--- src/hdl/jsjc_pkg.sv ---
`default_nettype none
// ----------------------------------------------------------------------------
// jsjc_pkg
// Shared types, register indexes, reset values and joystick zone decoding
// for the joystick servo jog controller.
// ----------------------------------------------------------------------------
package jsjc_pkg;

  localparam int NUM_SERVOS     = 7;
  localparam int OUT_W          = 12;
  localparam int CFG_W          = 12;
  localparam int STEP_W         = 8;
  localparam int CFG_IDX_W      = 3;
  localparam int PULSE_BITS_DEF = 12;

  // Servo slots in the pulse array.
  localparam int SRV_ARM_LEFT   = 0;
  localparam int SRV_ARM_RIGHT  = 1;
  localparam int SRV_BASE_TURN  = 2;
  localparam int SRV_ELBOW      = 3;
  localparam int SRV_WRIST_TILT = 4;
  localparam int SRV_WRIST_TURN = 5;
  localparam int SRV_GRIPPER    = 6;

  // Configuration register indexes.
  localparam logic [CFG_IDX_W-1:0] CFG_CENTER_PULSE = 3'd0;
  localparam logic [CFG_IDX_W-1:0] CFG_PULSE_MIN    = 3'd1;
  localparam logic [CFG_IDX_W-1:0] CFG_PULSE_MAX    = 3'd2;
  localparam logic [CFG_IDX_W-1:0] CFG_GRIPPER_LOW  = 3'd3;
  localparam logic [CFG_IDX_W-1:0] CFG_GRIPPER_HIGH = 3'd4;
  localparam logic [CFG_IDX_W-1:0] CFG_ROUGH_STEP   = 3'd5;
  localparam logic [CFG_IDX_W-1:0] CFG_FINE_STEP    = 3'd6;

  // Reset values.
  localparam logic [CFG_W-1:0]  CENTER_RST       = 12'd1500;
  localparam logic [CFG_W-1:0]  PULSE_MIN_RST    = 12'd600;
  localparam logic [CFG_W-1:0]  PULSE_MAX_RST    = 12'd2400;
  localparam logic [CFG_W-1:0]  GRIPPER_LOW_RST  = 12'h3A6;
  localparam logic [CFG_W-1:0]  GRIPPER_HIGH_RST = 12'h690;
  localparam logic [STEP_W-1:0] ROUGH_STEP_RST   = 8'd4;
  localparam logic [STEP_W-1:0] FINE_STEP_RST    = 8'd2;

  // Joystick zone edges.
  localparam logic [7:0] DZ_LO    = 8'h78;  // 120
  localparam logic [7:0] DZ_HI    = 8'h87;  // 135
  localparam logic [7:0] X_HI     = 8'd135;
  localparam logic [7:0] X_LO     = 8'd120;
  localparam logic [7:0] Y_HI     = 8'd140;
  localparam logic [7:0] Y_LO     = 8'd115;
  localparam logic [7:0] GAP_180  = 8'd180;
  localparam logic [7:0] GAP_210  = 8'd210;
  localparam logic [7:0] GAP_85   = 8'd85;
  localparam logic [7:0] GAP_55   = 8'd55;

  // Button byte bits.
  localparam int BTN_ARM_UP    = 0;
  localparam int BTN_TURN_UP   = 1;
  localparam int BTN_ARM_DOWN  = 2;
  localparam int BTN_TURN_DOWN = 3;
  localparam int BTN_E4        = 4;
  localparam int BTN_E5        = 5;
  localparam int BTN_CLOSE     = 6;

  typedef enum logic [2:0] {
    POS_X   = 3'b001,
    POS_Y   = 3'b010,
    POS_BTN = 3'b100
  } pos_t;

  typedef struct packed {
    logic [CFG_W-1:0]  pulse_min;
    logic [CFG_W-1:0]  pulse_max;
    logic [CFG_W-1:0]  gripper_low;
    logic [CFG_W-1:0]  gripper_high;
    logic [STEP_W-1:0] rough_step;
    logic [STEP_W-1:0] fine_step;
  } cfg_t;

  // Signed step for one joystick axis byte.
  function automatic logic signed [8:0] axis_delta(
    input logic [7:0]        b,
    input logic [7:0]        hi_edge,
    input logic [7:0]        lo_edge,
    input logic [STEP_W-1:0] fine,
    input logic [STEP_W-1:0] rough
  );
    logic signed [8:0] f9;
    logic signed [8:0] h9;
    logic signed [8:0] r9;
    logic signed [8:0] d;
    f9 = $signed({1'b0, fine});
    h9 = $signed({2'b00, fine[STEP_W-1:1]});
    r9 = $signed({1'b0, rough});
    d  = '0;
    if (b > DZ_LO && b < DZ_HI) begin
      d = '0;
    end else if (b > hi_edge) begin
      if (b < GAP_180)                     d = -h9;
      else if (b > GAP_180 && b < GAP_210) d = -f9;
      else if (b > GAP_210)                d = -r9;
      else                                 d = '0;
    end else if (b > GAP_85 && b < lo_edge) begin
      d = h9;
    end else if (b > GAP_55 && b < GAP_85) begin
      d = f9;
    end else if (b < GAP_55) begin
      d = r9;
    end
    return d;
  endfunction

endpackage
`default_nettype wire

--- src/hdl/jsjc_if.sv ---
`default_nettype none
// ----------------------------------------------------------------------------
// jsjc_in_if / jsjc_out_if
// Valid/ready channels for received bytes and for servo pulse results.
// ----------------------------------------------------------------------------
interface jsjc_in_if;
  logic       valid;
  logic       ready;
  logic [7:0] rx_byte;

  modport source (output valid, output rx_byte, input ready);
  modport sink   (input valid, input rx_byte, output ready);
endinterface

interface jsjc_out_if;
  logic        valid;
  logic        ready;
  logic [11:0] arm_left_pulse;
  logic [11:0] arm_right_pulse;
  logic [11:0] base_turn_pulse;
  logic [11:0] elbow_pulse;
  logic [11:0] wrist_tilt_pulse;
  logic [11:0] wrist_turn_pulse;
  logic [11:0] gripper_pulse;

  modport source (output valid, output arm_left_pulse, output arm_right_pulse,
                  output base_turn_pulse, output elbow_pulse,
                  output wrist_tilt_pulse, output wrist_turn_pulse,
                  output gripper_pulse, input ready);
  modport sink   (input valid, input arm_left_pulse, input arm_right_pulse,
                  input base_turn_pulse, input elbow_pulse,
                  input wrist_tilt_pulse, input wrist_turn_pulse,
                  input gripper_pulse, output ready);
endinterface
`default_nettype wire

--- src/hdl/jsjc_frame_update.sv ---
`default_nettype none
// ----------------------------------------------------------------------------
// jsjc_frame_update
// Next servo pulse widths for one complete frame (X, Y, buttons).
// ----------------------------------------------------------------------------
module jsjc_frame_update #(
  parameter int PULSE_BITS = jsjc_pkg::PULSE_BITS_DEF
) (
  input  wire jsjc_pkg::cfg_t                                     cfg,
  input  wire logic [7:0]                                         x_byte,
  input  wire logic [7:0]                                         y_byte,
  input  wire logic [7:0]                                         btn,
  input  wire logic [jsjc_pkg::NUM_SERVOS-1:0][PULSE_BITS-1:0]    servo_cur,
  output logic      [jsjc_pkg::NUM_SERVOS-1:0][PULSE_BITS-1:0]    servo_nxt
);

  localparam int SUM_W = PULSE_BITS + 2;

  logic signed [8:0]       rough9;
  logic signed [8:0]       dx;
  logic signed [8:0]       dy;
  logic signed [SUM_W-1:0] g_sum;
  logic                    e4;
  logic                    e5;

  function automatic logic signed [SUM_W-1:0] add_step(
    input logic [PULSE_BITS-1:0] cur,
    input logic signed [8:0]     d
  );
    return $signed({2'b00, cur}) + SUM_W'(d);
  endfunction

  function automatic logic fits(
    input logic signed [SUM_W-1:0]     v,
    input logic [jsjc_pkg::CFG_W-1:0]  lo,
    input logic [jsjc_pkg::CFG_W-1:0]  hi
  );
    return (v >= $signed(SUM_W'(lo))) && (v <= $signed(SUM_W'(hi)));
  endfunction

  // Apply a step; keep the old width when the result leaves the limits.
  function automatic logic [PULSE_BITS-1:0] jog(
    input logic [PULSE_BITS-1:0]      cur,
    input logic signed [8:0]          d,
    input logic [jsjc_pkg::CFG_W-1:0] lo,
    input logic [jsjc_pkg::CFG_W-1:0] hi
  );
    logic signed [SUM_W-1:0] s;
    s = add_step(cur, d);
    return fits(s, lo, hi) ? s[PULSE_BITS-1:0] : cur;
  endfunction

  always_comb begin
    rough9 = $signed({1'b0, cfg.rough_step});
    e4     = btn[jsjc_pkg::BTN_E4];
    e5     = btn[jsjc_pkg::BTN_E5];
    dx     = jsjc_pkg::axis_delta(x_byte, jsjc_pkg::X_HI, jsjc_pkg::X_LO,
                                  cfg.fine_step, cfg.rough_step);
    dy     = jsjc_pkg::axis_delta(y_byte, jsjc_pkg::Y_HI, jsjc_pkg::Y_LO,
                                  cfg.fine_step, cfg.rough_step);
    g_sum  = '0;
    servo_nxt = servo_cur;

    // Main arm pair: up wins over down.
    if (btn[jsjc_pkg::BTN_ARM_UP]) begin
      servo_nxt[jsjc_pkg::SRV_ARM_LEFT]  = jog(servo_cur[jsjc_pkg::SRV_ARM_LEFT], rough9,
                                               cfg.pulse_min, cfg.pulse_max);
      servo_nxt[jsjc_pkg::SRV_ARM_RIGHT] = jog(servo_cur[jsjc_pkg::SRV_ARM_RIGHT], rough9,
                                               cfg.pulse_min, cfg.pulse_max);
    end else if (btn[jsjc_pkg::BTN_ARM_DOWN]) begin
      servo_nxt[jsjc_pkg::SRV_ARM_LEFT]  = jog(servo_cur[jsjc_pkg::SRV_ARM_LEFT], -rough9,
                                               cfg.pulse_min, cfg.pulse_max);
      servo_nxt[jsjc_pkg::SRV_ARM_RIGHT] = jog(servo_cur[jsjc_pkg::SRV_ARM_RIGHT], -rough9,
                                               cfg.pulse_min, cfg.pulse_max);
    end

    if (btn[jsjc_pkg::BTN_TURN_UP]) begin
      servo_nxt[jsjc_pkg::SRV_BASE_TURN] = jog(servo_cur[jsjc_pkg::SRV_BASE_TURN], rough9,
                                               cfg.pulse_min, cfg.pulse_max);
    end else if (btn[jsjc_pkg::BTN_TURN_DOWN]) begin
      servo_nxt[jsjc_pkg::SRV_BASE_TURN] = jog(servo_cur[jsjc_pkg::SRV_BASE_TURN], -rough9,
                                               cfg.pulse_min, cfg.pulse_max);
    end

    // Gripper: close on its own button, open on both elbow buttons together.
    if (btn[jsjc_pkg::BTN_CLOSE]) begin
      g_sum = add_step(servo_cur[jsjc_pkg::SRV_GRIPPER], -rough9);
      if (g_sum > $signed(SUM_W'(cfg.gripper_low)) &&
          fits(g_sum, cfg.pulse_min, cfg.pulse_max)) begin
        servo_nxt[jsjc_pkg::SRV_GRIPPER] = g_sum[PULSE_BITS-1:0];
      end
    end else if (e4 && e5) begin
      g_sum = add_step(servo_cur[jsjc_pkg::SRV_GRIPPER], rough9);
      if (g_sum < $signed(SUM_W'(cfg.gripper_high)) &&
          fits(g_sum, cfg.pulse_min, cfg.pulse_max)) begin
        servo_nxt[jsjc_pkg::SRV_GRIPPER] = g_sum[PULSE_BITS-1:0];
      end
    end

    if (e4 && !e5) begin
      servo_nxt[jsjc_pkg::SRV_ELBOW] = jog(servo_cur[jsjc_pkg::SRV_ELBOW], rough9,
                                           cfg.pulse_min, cfg.pulse_max);
    end else if (e5 && !e4) begin
      servo_nxt[jsjc_pkg::SRV_ELBOW] = jog(servo_cur[jsjc_pkg::SRV_ELBOW], -rough9,
                                           cfg.pulse_min, cfg.pulse_max);
    end

    if (dx != 9'sd0) begin
      servo_nxt[jsjc_pkg::SRV_WRIST_TILT] = jog(servo_cur[jsjc_pkg::SRV_WRIST_TILT], dx,
                                                cfg.pulse_min, cfg.pulse_max);
    end
    if (dy != 9'sd0) begin
      servo_nxt[jsjc_pkg::SRV_WRIST_TURN] = jog(servo_cur[jsjc_pkg::SRV_WRIST_TURN], dy,
                                                cfg.pulse_min, cfg.pulse_max);
    end
  end

endmodule
`default_nettype wire

--- src/hdl/joystick_servo_jog_controller_top.sv ---
`default_nettype none
// ----------------------------------------------------------------------------
// joystick_servo_jog_controller_top
// Frames serial bytes (X, Y, buttons) and jogs seven servo pulse widths.
// ----------------------------------------------------------------------------
// Usage:
//   in_chan   : one received byte per request; frames run X axis, Y axis,
//               button byte. The first two bytes of a frame give no result.
//   out_chan  : one request per frame, carrying all seven pulse widths after
//               the button byte has been applied.
//   cfg_*     : write-only registers, written while the block is idle.
//   Path      : input register -> frame update logic -> result register; a
//               button byte is applied once the result slot is free.
//   Throughput: one byte per cycle unless a button byte waits for that slot,
//               set by the single registered update path.
//   Reset     : byte position returns to X, the axis bytes clear, all servos
//               load the center width 1500 and all limits and steps take
//               their default values.
//   Stall     : a waiting result holds in the result register; X and Y bytes
//               keep flowing, and a button byte waits in the input register
//               until the result slot frees, which drops in_chan.ready.
//   The center register is write-accepted but only the reset value of the
//   servos matters, and reset reloads that value as well.
// ----------------------------------------------------------------------------
module joystick_servo_jog_controller_top #(
  parameter int PULSE_BITS = jsjc_pkg::PULSE_BITS_DEF
) (
  input  wire logic                              clk,
  input  wire logic                              rst_n,
  jsjc_in_if.sink                                in_chan,
  jsjc_out_if.source                             out_chan,
  input  wire logic                              cfg_we,
  input  wire logic [jsjc_pkg::CFG_IDX_W-1:0]    cfg_index,
  input  wire logic [jsjc_pkg::CFG_W-1:0]        cfg_wdata
);

  localparam int NS = jsjc_pkg::NUM_SERVOS;
  localparam int OW = jsjc_pkg::OUT_W;

  // Configuration.
  jsjc_pkg::cfg_t cfg_r;

  // Input register.
  logic       s1_valid_r;
  logic [7:0] s1_byte_r;

  // Frame state.
  jsjc_pkg::pos_t pos_r, pos_nxt;
  logic [7:0]     x_r;
  logic [7:0]     y_r;
  logic [NS-1:0][PULSE_BITS-1:0] servo_r;
  logic [NS-1:0][PULSE_BITS-1:0] servo_nxt;

  // Result register.
  logic                 out_valid_r;
  logic [NS-1:0][OW-1:0] out_pulse_r;

  logic s1_is_btn;
  logic out_free;
  logic s1_fire;
  logic in_take;

  // --------------------------------------------------------------------------
  // Configuration writes
  // --------------------------------------------------------------------------
  always_ff @(posedge clk) begin
    if (!rst_n) begin
      cfg_r.pulse_min    <= jsjc_pkg::PULSE_MIN_RST;
      cfg_r.pulse_max    <= jsjc_pkg::PULSE_MAX_RST;
      cfg_r.gripper_low  <= jsjc_pkg::GRIPPER_LOW_RST;
      cfg_r.gripper_high <= jsjc_pkg::GRIPPER_HIGH_RST;
      cfg_r.rough_step   <= jsjc_pkg::ROUGH_STEP_RST;
      cfg_r.fine_step    <= jsjc_pkg::FINE_STEP_RST;
    end else if (cfg_we) begin
      case (cfg_index)
        jsjc_pkg::CFG_PULSE_MIN:    cfg_r.pulse_min    <= cfg_wdata;
        jsjc_pkg::CFG_PULSE_MAX:    cfg_r.pulse_max    <= cfg_wdata;
        jsjc_pkg::CFG_GRIPPER_LOW:  cfg_r.gripper_low  <= cfg_wdata;
        jsjc_pkg::CFG_GRIPPER_HIGH: cfg_r.gripper_high <= cfg_wdata;
        jsjc_pkg::CFG_ROUGH_STEP:   cfg_r.rough_step   <= cfg_wdata[jsjc_pkg::STEP_W-1:0];
        jsjc_pkg::CFG_FINE_STEP:    cfg_r.fine_step    <= cfg_wdata[jsjc_pkg::STEP_W-1:0];
        // Center width and unused indexes: nothing to hold.
        default: ;
      endcase
    end
  end

  // --------------------------------------------------------------------------
  // Handshake
  // --------------------------------------------------------------------------
  // Any byte that is not an axis byte counts as the button byte.
  assign s1_is_btn = !(pos_r == jsjc_pkg::POS_X || pos_r == jsjc_pkg::POS_Y);
  assign out_free  = !out_valid_r || out_chan.ready;
  // Axis bytes never need the result slot; only the button byte waits on it.
  assign s1_fire   = s1_valid_r && (!s1_is_btn || out_free);
  assign in_take   = !s1_valid_r || s1_fire;

  assign in_chan.ready = in_take;

  always_comb begin
    case (pos_r)
      jsjc_pkg::POS_X: pos_nxt = jsjc_pkg::POS_Y;
      jsjc_pkg::POS_Y: pos_nxt = jsjc_pkg::POS_BTN;
      default:         pos_nxt = jsjc_pkg::POS_X;
    endcase
  end

  // --------------------------------------------------------------------------
  // Input register
  // --------------------------------------------------------------------------
  always_ff @(posedge clk) begin
    if (!rst_n) begin
      s1_valid_r <= 1'b0;
    end else if (in_take) begin
      s1_valid_r <= in_chan.valid;
    end
  end

  always_ff @(posedge clk) begin
    if (in_take) begin
      s1_byte_r <= in_chan.rx_byte;
    end
  end

  // --------------------------------------------------------------------------
  // Frame update
  // --------------------------------------------------------------------------
  jsjc_frame_update #(
    .PULSE_BITS (PULSE_BITS)
  ) u_update (
    .cfg       (cfg_r),
    .x_byte    (x_r),
    .y_byte    (y_r),
    .btn       (s1_byte_r),
    .servo_cur (servo_r),
    .servo_nxt (servo_nxt)
  );

  always_ff @(posedge clk) begin
    if (!rst_n) begin
      pos_r <= jsjc_pkg::POS_X;
      x_r   <= '0;
      y_r   <= '0;
      for (int i = 0; i < NS; i++) begin
        servo_r[i] <= PULSE_BITS'(jsjc_pkg::CENTER_RST);
      end
    end else if (s1_fire) begin
      pos_r <= pos_nxt;
      case (pos_r)
        jsjc_pkg::POS_X: x_r <= s1_byte_r;
        jsjc_pkg::POS_Y: y_r <= s1_byte_r;
        default:         servo_r <= servo_nxt;
      endcase
    end
  end

  // --------------------------------------------------------------------------
  // Result register
  // --------------------------------------------------------------------------
  always_ff @(posedge clk) begin
    if (!rst_n) begin
      out_valid_r <= 1'b0;
    end else if (s1_fire && s1_is_btn) begin
      out_valid_r <= 1'b1;
    end else if (out_chan.ready) begin
      out_valid_r <= 1'b0;
    end
  end

  always_ff @(posedge clk) begin
    if (s1_fire && s1_is_btn) begin
      for (int i = 0; i < NS; i++) begin
        out_pulse_r[i] <= OW'(servo_nxt[i]);
      end
    end
  end

  assign out_chan.valid            = out_valid_r;
  assign out_chan.arm_left_pulse   = out_pulse_r[jsjc_pkg::SRV_ARM_LEFT];
  assign out_chan.arm_right_pulse  = out_pulse_r[jsjc_pkg::SRV_ARM_RIGHT];
  assign out_chan.base_turn_pulse  = out_pulse_r[jsjc_pkg::SRV_BASE_TURN];
  assign out_chan.elbow_pulse      = out_pulse_r[jsjc_pkg::SRV_ELBOW];
  assign out_chan.wrist_tilt_pulse = out_pulse_r[jsjc_pkg::SRV_WRIST_TILT];
  assign out_chan.wrist_turn_pulse = out_pulse_r[jsjc_pkg::SRV_WRIST_TURN];
  assign out_chan.gripper_pulse    = out_pulse_r[jsjc_pkg::SRV_GRIPPER];

  // --------------------------------------------------------------------------
  // Assertions
  // --------------------------------------------------------------------------
  // A button byte that leaves the input register always yields a result.
  a_btn_gives_result: assert property (@(posedge clk) disable iff (!rst_n)
    s1_fire && s1_is_btn |=> out_valid_r)
    else $error("button byte applied without a result");

  // An axis byte never creates a result on its own.
  a_axis_no_result: assert property (@(posedge clk) disable iff (!rst_n)
    s1_fire && !s1_is_btn |=> out_valid_r == $past(out_valid_r && !out_chan.ready))
    else $error("axis byte changed result valid");

  // Input back-pressure only comes from a stalled result and a waiting button.
  a_ready_cause: assert property (@(posedge clk) disable iff (!rst_n)
    !in_take |-> s1_valid_r && s1_is_btn && out_valid_r && !out_chan.ready)
    else $error("input stalled without cause");

endmodule
`default_nettype wire

--- src/flat_wrapper.sv ---
// flat-port wrapper written by rule: the top's interface ports become plain ports
module joystick_servo_jog_controller_top_flat 
#(
  parameter int PULSE_BITS = jsjc_pkg::PULSE_BITS_DEF
)
  (clk, rst_n, cfg_we, cfg_index, cfg_wdata, in_chan_valid, in_chan_rx_byte, in_chan_ready, out_chan_valid, out_chan_arm_left_pulse, out_chan_arm_right_pulse, out_chan_base_turn_pulse, out_chan_elbow_pulse, out_chan_wrist_tilt_pulse, out_chan_wrist_turn_pulse, out_chan_gripper_pulse, out_chan_ready);
  jsjc_in_if in_chan_i ();
  jsjc_out_if out_chan_i ();
  input  wire logic clk;
  input  wire logic rst_n;
  input  wire logic cfg_we;
  input  wire logic [jsjc_pkg::CFG_IDX_W-1:0] cfg_index;
  input  wire logic [jsjc_pkg::CFG_W-1:0] cfg_wdata;
  input wire logic [$bits(in_chan_i.valid)-1:0] in_chan_valid;
  input wire logic [$bits(in_chan_i.rx_byte)-1:0] in_chan_rx_byte;
  output wire logic [$bits(in_chan_i.ready)-1:0] in_chan_ready;
  output wire logic [$bits(out_chan_i.valid)-1:0] out_chan_valid;
  output wire logic [$bits(out_chan_i.arm_left_pulse)-1:0] out_chan_arm_left_pulse;
  output wire logic [$bits(out_chan_i.arm_right_pulse)-1:0] out_chan_arm_right_pulse;
  output wire logic [$bits(out_chan_i.base_turn_pulse)-1:0] out_chan_base_turn_pulse;
  output wire logic [$bits(out_chan_i.elbow_pulse)-1:0] out_chan_elbow_pulse;
  output wire logic [$bits(out_chan_i.wrist_tilt_pulse)-1:0] out_chan_wrist_tilt_pulse;
  output wire logic [$bits(out_chan_i.wrist_turn_pulse)-1:0] out_chan_wrist_turn_pulse;
  output wire logic [$bits(out_chan_i.gripper_pulse)-1:0] out_chan_gripper_pulse;
  input wire logic [$bits(out_chan_i.ready)-1:0] out_chan_ready;
  assign in_chan_i.valid = in_chan_valid;
  assign in_chan_i.rx_byte = in_chan_rx_byte;
  assign in_chan_ready = in_chan_i.ready;
  assign out_chan_valid = out_chan_i.valid;
  assign out_chan_arm_left_pulse = out_chan_i.arm_left_pulse;
  assign out_chan_arm_right_pulse = out_chan_i.arm_right_pulse;
  assign out_chan_base_turn_pulse = out_chan_i.base_turn_pulse;
  assign out_chan_elbow_pulse = out_chan_i.elbow_pulse;
  assign out_chan_wrist_tilt_pulse = out_chan_i.wrist_tilt_pulse;
  assign out_chan_wrist_turn_pulse = out_chan_i.wrist_turn_pulse;
  assign out_chan_gripper_pulse = out_chan_i.gripper_pulse;
  assign out_chan_i.ready = out_chan_ready;
  joystick_servo_jog_controller_top #(.PULSE_BITS(PULSE_BITS)) u_core (.clk(clk), .rst_n(rst_n), .in_chan(in_chan_i), .out_chan(out_chan_i), .cfg_we(cfg_we), .cfg_index(cfg_index), .cfg_wdata(cfg_wdata));
endmodule
--- config.mk ---
export PLATFORM = sky130hd
export DESIGN_NAME = joystick_servo_jog_controller_top_flat
export DESIGN_NICKNAME = d
export VERILOG_FILES = /design/src/hdl/jsjc_pkg.sv /design/src/hdl/jsjc_if.sv /design/src/hdl/jsjc_frame_update.sv /design/src/hdl/joystick_servo_jog_controller_top.sv /design/src/flat_wrapper.sv
export SDC_FILE = /design/constraint.sdc
export NUM_CORES = 1
export LEC_CHECK = 0
export ABC_AREA = 1
export BUFFER_PORTS_ARGS = -buffer_cell sky130_fd_sc_hd__clkbuf_2
export CORE_ASPECT_RATIO = 1.2
export CORE_MARGIN = 8
export CORE_UTILIZATION = 40
export DETAILED_ROUTE_END_ITERATION = 7
export PLACE_DENSITY_LB_ADDON = 0.3
export SLEW_MARGIN = 20
export SYNTH_ARGS = -nofsm -noshare
export SYNTH_HDL_FRONTEND = slang
export SYNTH_SLANG_ARGS = --single-unit
--- constraint.sdc ---
create_clock -name clk -period 5.8 [get_ports clk]
set_input_delay 0 -clock clk [delete_from_list [all_inputs] [get_ports clk]]
set_output_delay 0 -clock clk [all_outputs]
set_load 0.005 [all_outputs]
* Word-level counts from Yosys, hierarchy flattened
Cells that the tools add are included.
** Operators by class
- Add/sub/neg operators :: 15
- Order comparisons :: 50
- Equal/unequal tests :: 8
- Muxes and demuxes :: 41
- Bitwise logic cells :: 1
- Reduce and logical (&&, ||, !) cells :: 49
** Operators by type and width (number)
- 12-bit two-way mux :: 20
- 13-bit by 9-bit adder with 14-bit output :: 7
- 14-bit by 13-bit >= comparator with 1-bit output :: 7
- 14-bit by 13-bit <= comparator with 1-bit output :: 7
- 9-bit two-way mux :: 10
- 12-bit by 8-bit adder with 13-bit output :: 5
- 13-bit by 12-bit >= comparator with 1-bit output :: 5
- 13-bit by 12-bit <= comparator with 1-bit output :: 5
- 8-bit greater-than comparator, second input constant :: 6
- 8-bit less-than comparator, second input constant :: 6
- 24-bit two-way mux :: 2
- 8-bit two-way mux :: 6
- 8-bit by 7-bit greater-than comparator with 1-bit output, second input constant :: 4
- 8-bit by 7-bit less-than comparator with 1-bit output, second input constant :: 4
- 1-bit logical AND :: 27
- 8-bit negation with 9-bit output :: 2
- 2-bit AND reduction :: 9
- 9-bit nonzero test :: 2
- 8-bit by 6-bit greater-than comparator with 1-bit output, second input constant :: 2
- 8-bit by 6-bit less-than comparator with 1-bit output, second input constant :: 2
- 14-bit by 13-bit greater-than comparator with 1-bit output :: 1
- 13-bit by 12-bit less-than comparator with 1-bit output :: 1
- 3-bit by 2-bit == test with 1-bit output, second input constant :: 3
- 3-bit == test, second input constant :: 3
- 9 further kinds :: 18
** Storage, ports and cells
- Bits in registers :: 261
- Input bits :: 28
- Word-level logic and storage cells :: 190

* Logic depth before layout (Yosys ltp)
Gate-level depths: netlist of the first run.
- Depth in word-level cells :: 11
- Mapped depth :: 37
- Gate-level depth less buffers :: 36

* By module
From an unflattened synthesis of the first run, not the netlist that was laid out.
** Unflattened totals
- Cells, all modules :: 4065
- Area, all modules :: 27267.4 µm²
** By module, submodules not included
- jsjc_frame_update :: times used 1, cells each 3147, area each 18405.2 µm²
- joystick_servo_jog_controller_top :: times used 1, cells each 918, area each 8862.2 µm²

* Worst setup path before layout of the first run
Ideal clock, no wire load.
- Path type :: register to register
- Start point :: register u_core.cfg_r[9] (netlist name)
- End point :: register u_core.out_pulse_r, in the netlist u_core.out_chan.wrist_turn_pulse[0] (data pin)
- Setup time :: 0.255 ns
- Arrival time :: 4.461 ns
- Required time :: 5.545 ns
- Slack :: 1.085 ns
- Cell stages (with the launch flop) :: 27
- Period minus slack after synthesis :: 4.715 ns
- Cell sequence :: dfxtp_1 -> inv_1 -> ha_1 -> nand4_1 -> xor2_1 -> inv_1 -> a21oi_1 -> nand3_1 -> nand2_1 -> inv_1 -> ha_1 -> a21oi_1 -> o21a_1 -> a21oi_1 -> o21ai_0 -> nand2_1 -> a21oi_1 -> xor2_1 -> inv_1 -> ha_1 -> nand3_1 -> nor3_1 -> a22oi_1 -> nor2_1 -> clkbuf_1 -> nand4_1 -> and2_1
** RTL lines
- start: declaration :: RTL line joystick_servo_jog_controller_top.sv:41 : jsjc_pkg::cfg_t cfg_r;
- end signal: indexed assignment :: RTL line joystick_servo_jog_controller_top.sv:173 : out_pulse_r[i] <= OW'(servo_nxt[i]);
- end: declaration :: RTL line joystick_servo_jog_controller_top.sv:56 : logic [NS-1:0][OW-1:0] out_pulse_r;

==> impl_metrics.py, run 1 <==
metrics = {
    "yosys": {
        "synth_top_cells_by_area": "ha_1, dfxtp_1, nand2_1",
        "seq_area_frac_synth_pct": 22.7,
        "synth_edf_count": 92,
        "synth_area_um2": 27100,
        "async_reset_ff_share_pct": 0,
        "yosys_most_used_dff": "dfxtp_1",
        "yosysUniqueCellTypes": 58,
        "synthMostInstantiatedCell": "nand2_1",
        "synth.net_count": 4372,
        "yosysWarningCount": 0,
        "synthTopCellsByCount": "nand2_1, inv_1, ha_1",
        "syn_avg_cell_area_um2": 6.95,
        "ys_seq_elements": 261,
        "synth_top_area_cell": "ha_1",
        "syn_inst": 3902,
        "synth_top_area_share_pct": 19.8,
    },
    "worst_setup_path": {
        "start_kind": "flip-flop",
        "path_buf_inv": 3,
        "reg2reg_from": "u_core.cfg_r[1]",
        "path_class": "flip-flop to flip-flop",
        "worst_path_most_repeated_cell": "nand2_1",
        "critPathArrivalTime_ns": 5.86,
        "critPathCaptureType": "flip-flop",
        "cp_max_fo": 13,
        "r2r_setup_slack_ns": 0.32,
        "slowest_delay_ns": 0.38,
        "cp_top_family": "simple AND/OR/NAND/NOR gates",
        "cp_data_required_time_ns": 6.17,
        "reg2reg_depth": 31,
        "critical-path-slowest-cell": "dfxtp_1",
        "rr_endpoint": "u_core.out_chan.wrist_turn_pulse[5]",
    },
    "clocking": {
        "cts_tree": "built",
        "insertion_delay_ns": 0.62,
        "cts.path.max_buffers": 3,
        "cts-htree-levels": 1,
        "root_buffer": "clkbuf_16",
        "clock-sinks": 261,
        "cts_buffers": 31,
        "clk_pin_slew_worst_paths_ns": 0.06,
    },
    "floorplanning": {
        "num_rows": 104,
        "die_height_um": 301,
        "dieArea_um2": 76400,
        "start_util_pct": 40.4,
        "io_pins": 114,
        "core-area_um2": 67100,
        "die_width_um": 254,
    },
    "power": {
        "comb_power_share_pct": 40.8,
        "pwr-share-seq_pct": 30.0,
        "p_int_uw": 4110,
        "vdd_drop_max_uv": 257,
        "p_clk_share_pct": 29.2,
        "p_per_area_nw_per_um2": 229,
        "switchingPower_uw": 2810,
        "power_leakage_uw": 0.0148,
        "power_uw": 6920,
        "swShare_pct": 40.6,
    },
    "placed_design": {
        "io_buffers": 113,
        "place_worst_setup_slack_ns": 0.346,
        "dp_cells": 4877,
        "dpl.hpwl_um": 72100,
        "place_congestion": 0.985,
    },
    "timing": {
        "hold_violations": 0,
        "fin_setup_tns_ns": 0,
        "rsz0062_at_grt": "no",
        "slew_headroom_pct": 19.5,
        "final.period_utilization_pct": 94.6,
        "finalMaxSlewViolations": 0,
        "setup_slack_ns": 0.316,
        "setup_violations": 0,
        "whs_ns": 0.0378,
        "period_needed_ns": 5.48,
        "fmax_mhz": 182,
        "tightest_slew_ns": 1.21,
        "fin_worst_skew_ns": 0.0171,
    },
    "job": {
        "maxCapViolations": 0,
    },
    "grt": {
        "grt_pass1_wl_um": 144000,
        "grt_overflow": 0,
        "grt_max_degree": 82,
        "gr-usage-all-layers_pct": 23.9,
        "antenna_found_initial": 0,
        "grt_pass1_vias": 25050,
    },
    "outcome": {
        "outcome": "finished clean",
    },
    "final_layout": {
        "area_delta_synth_final_pct": 11.4,
        "multi_input_area_um2": 18400,
        "layout.nets": 4518,
        "regArea_um2": 6150,
        "drive_above_1_share_pct": 8.40,
        "antenna_cells": 0,
        "nFillCells": 7066,
        "stdcell_count": 4974,
    },
    "route": {
        "avgRoutedWirePerCell_um": 19.0,
        "drt-initial-drc-count": 2308,
        "viasPerCell": 5.42,
        "post-route-drc-count": 0,
        "ant_nets": 0,
        "drt_wl_total_um": 94500,
        "num_vias": 26978,
        "drtPass1Iterations": 6,
    },
    "worst_hold_path": {
        "min-delay-start": "rst_n",
        "hold_class": "input port to flip-flop",
        "hold_path_end": "u_core.cfg_r[29]",
        "hold_depth": 3,
    },
}
layout by cell type, fill, tap and decap left out, types with 27 or more instances in the layout:
cell type / netlist / routed
and2_1: 36 / 36
a21oi_1: 300 / 300
clkbuf_2: 0 / 113
nand3b_1: 27 / 27
xor2_1: 93 / 93
o211ai_1: 40 / 40
o21ai_0: 162 / 161
nor2_1: 211 / 210
inv_1: 551 / 548
clkbuf_16: 0 / 34
nand2_2: 28 / 29
xnor2_1: 29 / 29
buf_4: 6 / 56
dlygate4sd3_1: 0 / 38
nand3_1: 343 / 343
edfxtp_1: 92 / 92
nand2_1: 881 / 880
nand4_1: 150 / 150
nor3_1: 45 / 44
dfxtp_1: 169 / 167
ha_1: 430 / 430
nand3_2: 29 / 27
area by class of cell:
cell class | instances | share of cell area (%)
clock buffers | 45 | 3.09
clock inverters | 13 | 0.315
inverters | 570 | 7.11
multi-input cells | 2976 | 60.8
flip-flops and latches | 261 | 20.4
well taps | 901 | 3.73
repair buffers | 208 | 4.59
power groups by stage:
stage | Combinational (uW) | Clock (uW) | Sequential (uW)
after floorplan | 2070 | 0 | 2090
after global placement | 2720 | 0 | 2110
after detailed placement | 2760 | 0 | 2110
after CTS | 2790 | 2060 | 2070
after global routing | 3190 | 2130 | 2080
final | 2830 | 2020 | 2070
per-stage QoR:
stage / utilization [%] / cell area, um^2
after detailed placement: 42.8 / 28800
after global routing: 45.0 / 30200
after floorplan: - / 27100
after global placement: 42.8 / 28800
final: 45.0 / 30200
after CTS: 44.9 / 30200
layer usage:
| layer | part of all wire (%) | track usage (%) | up-vias |
|---|---|---|---|
| met5 | 0 | 0 | - |
| met4 | 5.2 | 11.1 | 0 |
| met3 | 6.3 | 2.49 | 228 |
| met2 | 47 | 41.0 | 980 |
| met1 | 42 | 29.9 | 12279 |
| li1 | - | - | 13491 |
worst min-delay path, stage by stage:
cell      delay (ns)
clkbuf_2        0.08
buf_4           0.33
o211ai_1        0.19
state kept, by name, indices dropped and copies added (netlist names), 8 cells and up:
name,count
u_core.out_chan.base_turn_pulse,12
u_core.servo_r,84
u_core.s1_byte_r,8
u_core.x_r,8
u_core.cfg_r,64
u_core.out_chan.arm_left_pulse,12
u_core.out_chan.gripper_pulse,12
u_core.out_chan.wrist_tilt_pulse,12
u_core.y_r,8
u_core.out_chan.elbow_pulse,12
u_core.out_chan.arm_right_pulse,12
u_core.out_chan.wrist_turn_pulse,12
worst max path at each step:
stage                          start                                  end  cells after the start
detailed placement  u_core.cfg_r[12]  u_core.out_chan.wrist_tilt_pulse[2]                     29
CTS                 u_core.cfg_r[12]  u_core.out_chan.wrist_tilt_pulse[2]                     29
finish               u_core.cfg_r[1]  u_core.out_chan.wrist_turn_pulse[5]                     31
floorplan            u_core.cfg_r[9]  u_core.out_chan.wrist_turn_pulse[0]                     26
global route         u_core.cfg_r[1]  u_core.out_chan.wrist_turn_pulse[5]                     31
global placement    u_core.cfg_r[11]  u_core.out_chan.wrist_tilt_pulse[2]                     30
cell families (layout without fill, tap and decap cells):
| group | Yosys count | count (layout) | share of synthesized area (%) |
|---|---|---|---|
| simple gates | 1798 | 1798 | 30.3 |
| compound gates | 614 | 614 | 12.7 |
| buf+inv | 665 | 836 | 9.72 |
| fa+ha+maj | 442 | 442 | 20.7 |
| xor+xnor | 122 | 122 | 3.94 |
| flops | 261 | 261 | 22.7 |
timing repair:
action                     in CTS  in global routing
hold endpoints to repair       77                  0
resized for setup               0                  7
buffers inserted                0                  1
setup endpoints to repair       0                 47
hold buffers                   38                  0
No activity file was read; power rests on OpenSTA's default activity.
==> run 2: changes to the inputs <==
- BUFFER_PORTS_ARGS: -buffer_cell sky130_fd_sc_hd__clkbuf_2 -> -buffer_cell sky130_fd_sc_hd__buf_2
- CTS_CLUSTER_SIZE: not set -> 10
==> run 2 against run 1 <==
  * Cell count rose by 0.10%
  * Global-route usage increased by 0.39 points
  * Largest power group unchanged
  * Clock skew about the same
==> impl_metrics.py, run 2 (synthesis gave the netlist of run 1 again) <==
metrics = {
    "worst_setup_path": {
        "cp_top_family": "simple AND/OR/NAND/NOR gates",
        "critPathArrivalTime_ns": 5.67,
        "critPathCaptureType": "flip-flop",
        "path_class": "flip-flop to flip-flop",
        "cp_data_required_time_ns": 6.11,
        "path_buf_inv": 6,
        "worst_path_most_repeated_cell": "nand2_1",
        "slowest_delay_ns": 0.52,
        "critical-path-slowest-cell": "dfxtp_1",
        "cp_max_fo": 13,
        "start_kind": "flip-flop",
    },
    "timing": {
        "fmax_mhz": 187,
        "tightest_slew_ns": 1.10,
        "hold_violations": 0,
        "final.period_utilization_pct": 92.3,
        "period_needed_ns": 5.36,
        "setup_violations": 0,
        "fin_worst_skew_ns": 0.0175,
        "fin_setup_tns_ns": 0,
        "finalMaxSlewViolations": 0,
        "rsz0062_at_grt": "no",
        "slew_headroom_pct": 26.6,
    },
    "clocking": {
        "clock-sinks": 261,
        "cts_buffers": 36,
        "insertion_delay_ns": 0.58,
        "cts_tree": "built",
        "cts.path.max_buffers": 3,
        "clk_pin_slew_worst_paths_ns": 0.06,
        "root_buffer": "clkbuf_16",
        "cts-htree-levels": 2,
    },
    "power": {
        "vdd_drop_max_uv": 170,
        "p_int_uw": 4330,
        "pwr-share-seq_pct": 28.9,
        "comb_power_share_pct": 39.4,
        "p_clk_share_pct": 31.7,
        "switchingPower_uw": 2840,
        "p_per_area_nw_per_um2": 236,
        "power_leakage_uw": 0.0149,
        "power_uw": 7170,
        "swShare_pct": 39.6,
    },
    "floorplanning": {
        "die_width_um": 254,
        "die_height_um": 301,
        "dieArea_um2": 76400,
        "core-area_um2": 67100,
        "num_rows": 104,
        "io_pins": 114,
        "start_util_pct": 40.4,
    },
    "route": {
        "num_vias": 26935,
        "drtPass1Iterations": 6,
        "drt_wl_total_um": 95400,
        "ant_nets": 0,
        "drt-initial-drc-count": 2219,
        "viasPerCell": 5.41,
        "post-route-drc-count": 0,
        "avgRoutedWirePerCell_um": 19.2,
    },
    "grt": {
        "grt_busiest_layer": "met2",
        "grt_max_degree": 82,
        "grt_pass1_wl_um": 145000,
        "antenna_found_initial": 0,
        "gr-usage-all-layers_pct": 24.3,
        "met3_usage_pct": 3.15,
        "met1_usage_pct": 30.2,
        "gr-usage-met2_pct": 41.6,
        "grt_pass1_vias": 25082,
        "grt_overflow": 0,
    },
    "final_layout": {
        "drive_above_1_share_pct": 8.61,
        "antenna_cells": 0,
        "largest_reg_flops": 84,
        "layout.nets": 4521,
        "layout_commonest_cell": "nand2_1",
        "layout_common_cells": "nand2_1, inv_1, ha_1, nand3_1, a21oi_1",
        "area_delta_synth_final_pct": 11.8,
        "largestRegisters": "u_core.servo_r x84, u_core.cfg_r x64",
        "regMostFlops": "u_core.servo_r",
        "final_util_pct": 45.1,
    },
    "placed_design": {
        "io_buffers": 113,
        "dpl.hpwl_um": 72700,
        "place_congestion": 1.00,
    },
    "job": {
        "maxCapViolations": 0,
    },
    "outcome": {
        "outcome": "finished clean",
    },
    "worst_hold_path": {
        "hold_class": "input port to flip-flop",
    },
}
[run 2: power by group through the flow]
| stage | clock network [uW] | registers, uW | logic [uW] |
|---|---|---|---|
| final | 2270 | 2070 | 2820 |
| after global routing | 2380 | 2080 | 3190 |
| after CTS | 2320 | 2070 | 2790 |
| after detailed placement | 0 | 2110 | 2760 |
| after global placement | 0 | 2110 | 2730 |
| after floorplan | 0 | 2090 | 2070 |
[run 2: metrics by stage]
stage	worst slack (ns)	hold slack, ns	cell area [um^2]	std cells
6_report	0.444	0.130	30300	4979
5_1_grt	0.00118	0.138	30300	4979
4_1_cts	0.342	0.0870	30300	4977
3_5_place_dp	0.353	0.178	28800	4881
3_3_place_gp	0.392	0.177	28800	4880
2_1_floorplan	1.08	0.0989	27100	3902
[run 2: cell type report]
type	instances	area, um^2
clock buffers	56	1080
repair buffers	206	1350
multi-input cells	2976	18400
well taps	901	1130
fillers	7041	36800
clock inverters	9	103
flip-flops and latches	261	6150
inverters	570	2150
[run 2: final timing paths]
check,from,end,slack (ns),depth (start not counted)
setup / recovery,u_core.y_r[7],u_core.out_chan.wrist_turn_pulse[10],0.44,29
hold / removal,rst_n,u_core.cfg_r[33],0.13,3
hold reg to reg,u_core.cfg_r[19],u_core.cfg_r[19],0.46,2
setup reg to reg,u_core.y_r[7],u_core.out_chan.wrist_turn_pulse[10],0.44,29
[run 2: timing repair]
action	CTS	global route
hold endpoints to repair	77	0
endpoints found under the setup margin	0	46
gates resized for setup	0	8
buffers inserted	0	2
hold buffers	31	0
[run 2: layer usage]
metal  part of all wire (%)  wire length, um  vias to the layer above
met1                     42            40100                    12287
met2                     47            44600                      918
met4                    5.2             4960                        0
li1                       -                -                    13510
met3                    6.0             5730                      220
met5                      0                0                        -
[run 2: worst register-to-register path: cells and delay by family, from the launching register on]
kind | cells | cell delay [ns]
DFF | 1 | 0.52
buffers and inverters | 6 | 0.72
adders and majority gates | 3 | 0.88
xor gates and xnor gates | 1 | 0.16
AOI/OAI and AO/OA | 6 | 1.03
and+or+nand+nor | 13 | 1.81
